--- src/hdl/ida_pkg.sv ---
package ida_pkg;

	localparam int ID_W   = 16;
	localparam int STAT_W = 3;
	localparam int CIDX_W = 3;

	// result status codes
	localparam logic [STAT_W-1:0] STAT_ALLOCATED = 3'd0;
	localparam logic [STAT_W-1:0] STAT_RELEASED  = 3'd1;
	localparam logic [STAT_W-1:0] STAT_IGNORED   = 3'd2;
	localparam logic [STAT_W-1:0] STAT_EXHAUSTED = 3'd3;
	localparam logic [STAT_W-1:0] STAT_FULL      = 3'd4;

	// request codes
	localparam logic REQ_ALLOC   = 1'b0;
	localparam logic REQ_RELEASE = 1'b1;

	// register indexes
	localparam logic [CIDX_W-1:0] CFG_UNIQUE = 3'd0;
	localparam logic [CIDX_W-1:0] CFG_RESV0  = 3'd1;

	// fresh-id search result
	typedef struct packed {
		logic            done;
		logic            ok;
		logic [ID_W-1:0] id;
	} scan_t;

endpackage

--- src/hdl/id_allocator_free_list.sv ---
// Identifier allocator with a free list of released ids. One item is worked
// on at a time: in_stall is low only while the block is idle, and a finished
// result waits in an output register so the next item can be taken meanwhile.
// A release goes from idle straight to the done state. An allocate served
// from the free list passes through a read state for the registered read of
// the free-list RAM. A fresh allocate waits in the scan state while the
// reserved ids met (at most RESERVED_SLOTS) are skipped, one per cycle, in the
// fresh-id unit. The free list holds FREE_DEPTH ids in a RAM that needs no
// clearing after reset. Ids are issued fresh from 1 upward; reserved-id
// registers equal to 0 are unused. When the counter passes 65535 the
// allocate reports exhausted; a release with the list full reports full.
// Releases of id 0, or any release in unique mode, are ignored.
module id_allocator_free_list #(
	parameter int FREE_DEPTH     = 64,
	parameter int RESERVED_SLOTS = 6
) (
	input  logic                         clk,
	input  logic                         arst_n,
	// config write port
	input  logic                         cfg_wen,
	input  logic [ida_pkg::CIDX_W-1:0]   cfg_idx,
	input  logic [ida_pkg::ID_W-1:0]     cfg_wdata,
	// request channel
	input  logic                         in_valid,
	output logic                         in_stall,
	input  logic                         req_type,
	input  logic [ida_pkg::ID_W-1:0]     release_id,
	// result channel
	output logic                         out_valid,
	input  logic                         out_stall,
	output logic [ida_pkg::ID_W-1:0]     granted_id,
	output logic [ida_pkg::STAT_W-1:0]   status
);

	localparam int PTR_W = $clog2(FREE_DEPTH);
	localparam int CNT_W = $clog2(FREE_DEPTH + 1);

	typedef enum logic [3:0] {
		ST_IDLE = 4'b0001,
		ST_READ = 4'b0010,
		ST_SCAN = 4'b0100,
		ST_DONE = 4'b1000
	} state_t;

	state_t state_q;

	// config registers
	logic                     unique_q;
	logic [ida_pkg::ID_W-1:0] resv_q [RESERVED_SLOTS];

	// free list pointers
	logic [PTR_W-1:0] head_q;
	logic [PTR_W-1:0] tail_q;
	logic [CNT_W-1:0] count_q;

	// finished result, waiting for the output register
	logic [ida_pkg::ID_W-1:0]   res_id_q;
	logic [ida_pkg::STAT_W-1:0] res_stat_q;

	// output register
	logic                       out_valid_q;
	logic [ida_pkg::ID_W-1:0]   out_id_q;
	logic [ida_pkg::STAT_W-1:0] out_stat_q;

	logic                     accept;
	logic                     list_empty;
	logic                     list_full;
	logic                     rel_ok;
	logic                     ram_we;
	logic [ida_pkg::ID_W-1:0] ram_rdata;
	logic                     scan_start;
	ida_pkg::scan_t           scan;
	logic                     out_load;

	assign accept     = in_valid && (state_q == ST_IDLE);
	assign in_stall   = (state_q != ST_IDLE);
	assign list_empty = (count_q == '0);
	assign list_full  = (count_q == CNT_W'(FREE_DEPTH));
	assign rel_ok     = !unique_q && (release_id != '0) && !list_full;
	assign ram_we     = accept && (req_type == ida_pkg::REQ_RELEASE) && rel_ok;
	assign scan_start = accept && (req_type == ida_pkg::REQ_ALLOC) && list_empty;
	assign out_load   = (state_q == ST_DONE) && (!out_valid_q || !out_stall);

	assign out_valid  = out_valid_q;
	assign granted_id = out_id_q;
	assign status     = out_stat_q;

	ida_ram #(
		.WIDTH(ida_pkg::ID_W),
		.DEPTH(FREE_DEPTH)
	) u_ram (
		.clk   (clk),
		.we    (ram_we),
		.waddr (tail_q),
		.wdata (release_id),
		.raddr (head_q),
		.rdata (ram_rdata)
	);

	ida_fresh #(
		.RESERVED_SLOTS(RESERVED_SLOTS)
	) u_fresh (
		.clk    (clk),
		.arst_n (arst_n),
		.start  (scan_start),
		.resv   (resv_q),
		.res    (scan)
	);

	// config writes; indexes past the implemented slots are dropped
	always_ff @(posedge clk or negedge arst_n) begin
		if (!arst_n) begin
			unique_q <= 1'b0;
			for (int i = 0; i < RESERVED_SLOTS; i++) begin
				resv_q[i] <= '0;
			end
		end else if (cfg_wen) begin
			if (cfg_idx == ida_pkg::CFG_UNIQUE) begin
				unique_q <= cfg_wdata[0];
			end
			for (int i = 0; i < RESERVED_SLOTS; i++) begin
				if (int'(cfg_idx) == int'(ida_pkg::CFG_RESV0) + i) begin
					resv_q[i] <= cfg_wdata;
				end
			end
		end
	end

	// control: sequencer, free list pointers, output register valid
	always_ff @(posedge clk or negedge arst_n) begin
		if (!arst_n) begin
			state_q     <= ST_IDLE;
			head_q      <= '0;
			tail_q      <= '0;
			count_q     <= '0;
			out_valid_q <= 1'b0;
		end else begin
			case (state_q)
				ST_IDLE: begin
					if (accept) begin
						if (req_type == ida_pkg::REQ_ALLOC) begin
							if (!list_empty) begin
								// pop: RAM data shows up next cycle
								head_q  <= (head_q == PTR_W'(FREE_DEPTH - 1)) ?
									'0 : head_q + 1'b1;
								count_q <= count_q - 1'b1;
								state_q <= ST_READ;
							end else begin
								state_q <= ST_SCAN;
							end
						end else begin
							if (rel_ok) begin
								tail_q  <= (tail_q == PTR_W'(FREE_DEPTH - 1)) ?
									'0 : tail_q + 1'b1;
								count_q <= count_q + 1'b1;
							end
							state_q <= ST_DONE;
						end
					end
				end
				ST_READ: begin
					state_q <= ST_DONE;
				end
				ST_SCAN: begin
					if (scan.done) begin
						state_q <= ST_DONE;
					end
				end
				ST_DONE: begin
					if (out_load) begin
						state_q <= ST_IDLE;
					end
				end
				default: begin
					state_q <= ST_IDLE;
				end
			endcase

			if (out_load) begin
				out_valid_q <= 1'b1;
			end else if (out_valid_q && !out_stall) begin
				out_valid_q <= 1'b0;
			end
		end
	end

	// result payload
	always_ff @(posedge clk) begin
		if (accept && req_type == ida_pkg::REQ_RELEASE) begin
			res_id_q <= '0;
			if (unique_q || release_id == '0) begin
				res_stat_q <= ida_pkg::STAT_IGNORED;
			end else if (list_full) begin
				res_stat_q <= ida_pkg::STAT_FULL;
			end else begin
				res_stat_q <= ida_pkg::STAT_RELEASED;
			end
		end else if (state_q == ST_READ) begin
			res_id_q   <= ram_rdata;
			res_stat_q <= ida_pkg::STAT_ALLOCATED;
		end else if (state_q == ST_SCAN && scan.done) begin
			res_id_q   <= scan.ok ? scan.id : '0;
			res_stat_q <= scan.ok ? ida_pkg::STAT_ALLOCATED : ida_pkg::STAT_EXHAUSTED;
		end

		if (out_load) begin
			out_id_q   <= res_id_q;
			out_stat_q <= res_stat_q;
		end
	end

endmodule

--- src/hdl/ida_ram.sv ---
module ida_ram #(
	parameter int WIDTH = 16,
	parameter int DEPTH = 64
) (
	input  logic                     clk,
	input  logic                     we,
	input  logic [$clog2(DEPTH)-1:0] waddr,
	input  logic [WIDTH-1:0]         wdata,
	input  logic [$clog2(DEPTH)-1:0] raddr,
	output logic [WIDTH-1:0]         rdata
);

	logic [WIDTH-1:0] mem [DEPTH];

	always_ff @(posedge clk) begin
		if (we) begin
			mem[waddr] <= wdata;
		end
		rdata <= mem[raddr];
	end

endmodule

--- src/hdl/ida_fresh.sv ---
module ida_fresh #(
	parameter int RESERVED_SLOTS = 6
) (
	input  logic                   clk,
	input  logic                   arst_n,
	input  logic                   start,
	input  logic [ida_pkg::ID_W-1:0] resv [RESERVED_SLOTS],
	output ida_pkg::scan_t         res
);

	logic [ida_pkg::ID_W-1:0] counter_q;
	logic [ida_pkg::ID_W:0]   cand_q;
	logic                     busy_q;
	logic                     hit;
	logic                     over;

	// candidate matches a reserved slot in use
	always_comb begin
		hit = 1'b0;
		for (int i = 0; i < RESERVED_SLOTS; i++) begin
			if (resv[i] != '0 && resv[i] == cand_q[ida_pkg::ID_W-1:0]) begin
				hit = 1'b1;
			end
		end
	end

	assign over     = cand_q[ida_pkg::ID_W];
	assign res.done = busy_q && (over || !hit);
	assign res.ok   = !over;
	assign res.id   = cand_q[ida_pkg::ID_W-1:0];

	always_ff @(posedge clk or negedge arst_n) begin
		if (!arst_n) begin
			counter_q <= '0;
			busy_q    <= 1'b0;
		end else if (start) begin
			busy_q <= 1'b1;
		end else if (busy_q) begin
			if (over) begin
				busy_q <= 1'b0;
			end else if (!hit) begin
				busy_q    <= 1'b0;
				counter_q <= cand_q[ida_pkg::ID_W-1:0];
			end
		end
	end

	// one candidate per cycle; counter is never moved back
	always_ff @(posedge clk) begin
		if (start) begin
			cand_q <= {1'b0, counter_q} + 1'b1;
		end else if (busy_q && !over && hit) begin
			cand_q <= cand_q + 1'b1;
		end
	end

endmodule

--- config.mk ---
export PLATFORM = sky130hd
export DESIGN_NAME = id_allocator_free_list
export DESIGN_NICKNAME = d
export VERILOG_FILES = /design/src/hdl/ida_pkg.sv /design/src/hdl/id_allocator_free_list.sv /design/src/hdl/ida_ram.sv /design/src/hdl/ida_fresh.sv
export SDC_FILE = /design/constraint.sdc
export NUM_CORES = 2
export LEC_CHECK = 0
export ABC_AREA = 0
export BUFFER_PORTS_ARGS = -buffer_cell sky130_fd_sc_hd__buf_4
export CAP_MARGIN = 5
export CORE_UTILIZATION = 50
export DETAILED_ROUTE_END_ITERATION = 16
export HOLD_SLACK_MARGIN = 0.12
export PLACE_DENSITY = 0.73
export SLEW_MARGIN = 20
export SYNTH_ARGS = -nofsm -noshare
export SYNTH_HDL_FRONTEND = slang
export SYNTH_SLANG_ARGS = --single-unit
export TNS_END_PERCENT = 20
--- constraint.sdc ---
create_clock -name clk -period 10.5 [get_ports clk]
set_clock_uncertainty 0.2 [all_clocks]
set_input_delay 1.575 -clock clk [delete_from_list [all_inputs] [get_ports clk]]
set_output_delay 1.575 -clock clk [all_outputs]
set_load 0.05 [all_outputs]
==> impl_metrics.csv <==
group,metric,value,unit
run_status,status,"finished with violations",
run_status,violations,"design-rule violations",
power_and_ir_drop,p_per_area,232,nW/um^2
timing,relSlewSlack,18.6,%
power_and_ir_drop,p_leak,17.6,nW
logic_synthesis,synth_top_cell_by_area,"edfxtp_1",
grt,gr-usage-all-layers,23.2,%
grt,antenna_found_initial,2,
grt,grt_max_degree,105,
critical_path,worstSetupStartpointType,"input pin",
routing,drt_first_pass_iters,11,
power_and_ir_drop,power.switching,0.00352,W
critical_path,crit_arrival,5270,ps
place,gp_congestion,0.896,
logic_synthesis,synthesis.area,49200,sq um
finish,fin_nets,2571,
timing,tightest_slew,1220,ps
grt,use_met1,33.2,%
floorplanning,dieArea,99600,sq um
finish,drive_gt1_share,29.9,%
routing,vias_per_cell,6.23,
power_and_ir_drop,ir_drop,191,uV
finish,fillers,7057,
timing,slew_viol_final,0,
critical_path,r2r_cells,9,
grt,grtUsageMet2,36.8,%
floorplanning,initial_core_util,50.7,%
timing,setup_violations,0,
critical_path,r2r_end,"u_ram.mem[34][14]",
run,cap_violations,0,
logic_synthesis,synth_xor_area_share,2.24,%
power_and_ir_drop,p_seq_share,46.2,%
clock_network,htreeDepth,3,
timing,fin_crit,5080,ps
logic_synthesis,synth_compound_area_share,1.31,%
logic_synthesis,synth_edf_count,1063,
clock_network,clk_pin_slew,60,ps
clock_network,cts_tree,"built",
grt,grt_pass1_wl,167000,um
timing,setup-tns-final,0,ps
clock_network,insertion_delay,720,ps
finish,mostFrequentLayoutCells,"1063 x edfxtp_1, 336 x mux4_2, 146 x buf_4",
place,io_buffer_count,61,
logic_synthesis,synth_top_family_by_area,"multiplexers",
logic_synthesis,syn_nets,2429,
critical_path,path_max_fanout,65,
routing,drc,16,
place,dp_hpwl,68100,um
power_and_ir_drop,p_comb_share,22.2,%
grt,grt_busiest_layer,"met2",
critical_path,crit_required,10690,ps
floorplanning,row_count,114,
finish,final_cells,3894,
floorplanning,die_w,316,um
place,place_inst,3678,
worst_hold_path,min_from,"res_id_q[2]",
logic_synthesis,syn-mean-instance-area,20.7,sq um
critical_path,cp_slowest_cell,"nor2_1",
clock_network,post_cts_buffers,0,
floorplanning,core_area,97000,sq um
routing,initialDrtViolationCount,2714,
logic_synthesis,synthArstFlopShare,11.2,%
logic_synthesis,ys.flop_type,"edfxtp_1",
critical_path,critical_path_class,"in2reg",
clock_network,cts.sinks,1233,
clock_network,cts_resized,0,
routing,avgRoutedWirePerCell,29.0,um
clock_network,cts_inserted_buffers,117,
finish,final_common_cell,"edfxtp_1",
power_and_ir_drop,p_int,0.00926,W
clock_network,cts-root-buf,"clkbuf_16",
logic_synthesis,yosys-top-cells-area,"edfxtp_1 65%, mux4_2 15%, dfrtp_1 7.0%, mux2_2 2.7%, xnor2_1 2.0%",
worst_hold_path,holdPathEnd,"granted_id[2]",
clock_network,cts_hold_buf,0,
critical_path,critPathCaptureType,"register",
critical_path,cpPeakStageDelay,1010,ps
critical_path,r2r_start,"state_q[0]",
logic_synthesis,yosysUniqueCellTypes,62,
timing,fmax,197,MHz
critical_path,crit_top_cell,"buf_4",
timing,hold_viol,0,
critical_path,path_cells,"buf_4 -> nor4_1 -> nand4_1 -> nor4b_4 -> nand4b_1 -> nor2_1 -> buf_4",
routing,ant_nets,0,
finish,syn_to_final_growth,11.9,%
finish,final_util,56.8,%
grt,grt_overflow,0,
floorplanning,die_y,316,um
logic_synthesis,synth_top_area_share,64.9,%
clock_network,cts_buffer_depth,3,
power_and_ir_drop,p_clk_share,31.6,%
floorplanning,ios,62,
routing,wl,113000,um
worst_hold_path,hold-path-cell-count,0,
power_and_ir_drop,swShare,27.6,%
logic_synthesis,syn_inst,2379,
routing,via_count,24300,
logic_synthesis,yosys.area_share.simple,3.28,%
timing,period_share,48.4,%
logic_synthesis,yosys_warnings,0,
grt,grt_pass1_vias,24600,
worst_hold_path,worstHoldPathType,"reg2reg",
logic_synthesis,yosysSeqAreaShare,73.2,%
timing,rsz0062_at_grt,"false",
grt,use_met3,3.97,%
logic_synthesis,synthMuxAreaShare,18.4,%
logic_synthesis,synthAdderAreaFrac,0.244,%
logic_synthesis,yosys_register_bits,1233,
critical_path,worst-r2r-setup-slack,5900,ps
==> metal layers <==
| layer | share of wire, % | up-vias | wire (um) |
|---|---|---|---|
| li1 | - | 10000 | - |
| met1 | 40 | 12800 | 45700 |
| met2 | 48 | 1200 | 54700 |
| met3 | 8.1 | 204 | 9120 |
| met4 | 3.1 | 2 | 3490 |
| met5 | 0.012 | - | 13 |
==> per-stage QoR <==
step | total power, W | setup WS (ps) | hold slack (ps) | instance area (sq um)
global placement | 0.00879 | 5050 | 224 | 51400
finish | 0.0128 | 5420 | 231 | 55100
detailed placement | 0.00885 | 4850 | 216 | 51400
CTS | 0.0129 | 5600 | 230 | 55000
floorplan | 0.00789 | 6270 | 200 | 49200
global route | 0.0132 | 5360 | 243 | 55000
==> synthesized netlist by cell type (all sizes together) (32+ instances only) <==
| master | n |
|---|---|
| edfxtp | 1063 |
| nand4 | 40 |
| buf | 63 |
| nor4 | 32 |
| xnor2 | 113 |
| nor2 | 95 |
| mux4 | 336 |
| nand2 | 40 |
| dfrtp | 137 |
| dfxtp | 32 |
| clkbuf | 64 |
| mux2 | 117 |
==> logic make-up after synthesis <==
group / Yosys count
and+or+nand+nor: 294
xor gates and xnor gates: 126
buffers and inverters: 153
muxes: 467
adders and majority gates: 9
AOI/OAI and AO/OA: 97
DFF: 1233
==> state kept, by name (all words and copies together), names as in the netlist, 3 cells and up <==
signal and flops:
u_ram.mem 1024, resv_q 96, u_fresh.cand_q 17, granted_id 16
res_id_q 16, u_fresh.counter_q 16, u_ram.rdata 16, count_q 7
head_q 6, tail_q 6, state_q 4, res_stat_q 3
status 3
==> worst max path at each step <==
stage | cells past startpoint | endpoint | from
after floorplan | 13 | u_fresh.cand_q[16] | in_valid
after global placement | 7 | u_ram.mem[14][10] | release_id[13]
final | 7 | u_ram.mem[14][13] | release_id[9]
after CTS | 7 | u_ram.mem[14][14] | release_id[9]
after global routing | 7 | u_ram.mem[14][10] | release_id[9]
after detailed placement | 7 | u_ram.mem[14][14] | release_id[1]
==> layout make-up <==
type | count | area (sq um) | share of cell area (%)
antenna | 2 | 5.00 | 0.00909
clock buffer | 156 | 3140 | 5.70
clock inverter | 58 | 507 | 0.920
inverter | 26 | 97.6 | 0.177
multi-input combinational | 993 | 12500 | 22.8
sequential | 1233 | 36000 | 65.4
tap | 1276 | 1600 | 2.90
timing repair buffer | 150 | 1150 | 2.09
==> worst max-delay path, delay by kind of cell <==
| family | cells | cell delay, ps |
|---|---|---|
| simple gates | 5 | 2720 |
| buf+inv | 2 | 930 |
==> power by group through the flow <==
stage | Sequential (W) | Clock (W) | Combinational, W
2_1_floorplan | 0.00580 | 0 | 0.00209
3_3_place_gp | 0.00598 | 0 | 0.00281
3_5_place_dp | 0.00600 | 0 | 0.00285
4_1_cts | 0.00590 | 0.00409 | 0.00287
5_1_grt | 0.00593 | 0.00428 | 0.00301
6_report | 0.00590 | 0.00404 | 0.00284
No activity file was read; power rests on OpenSTA's default activity.
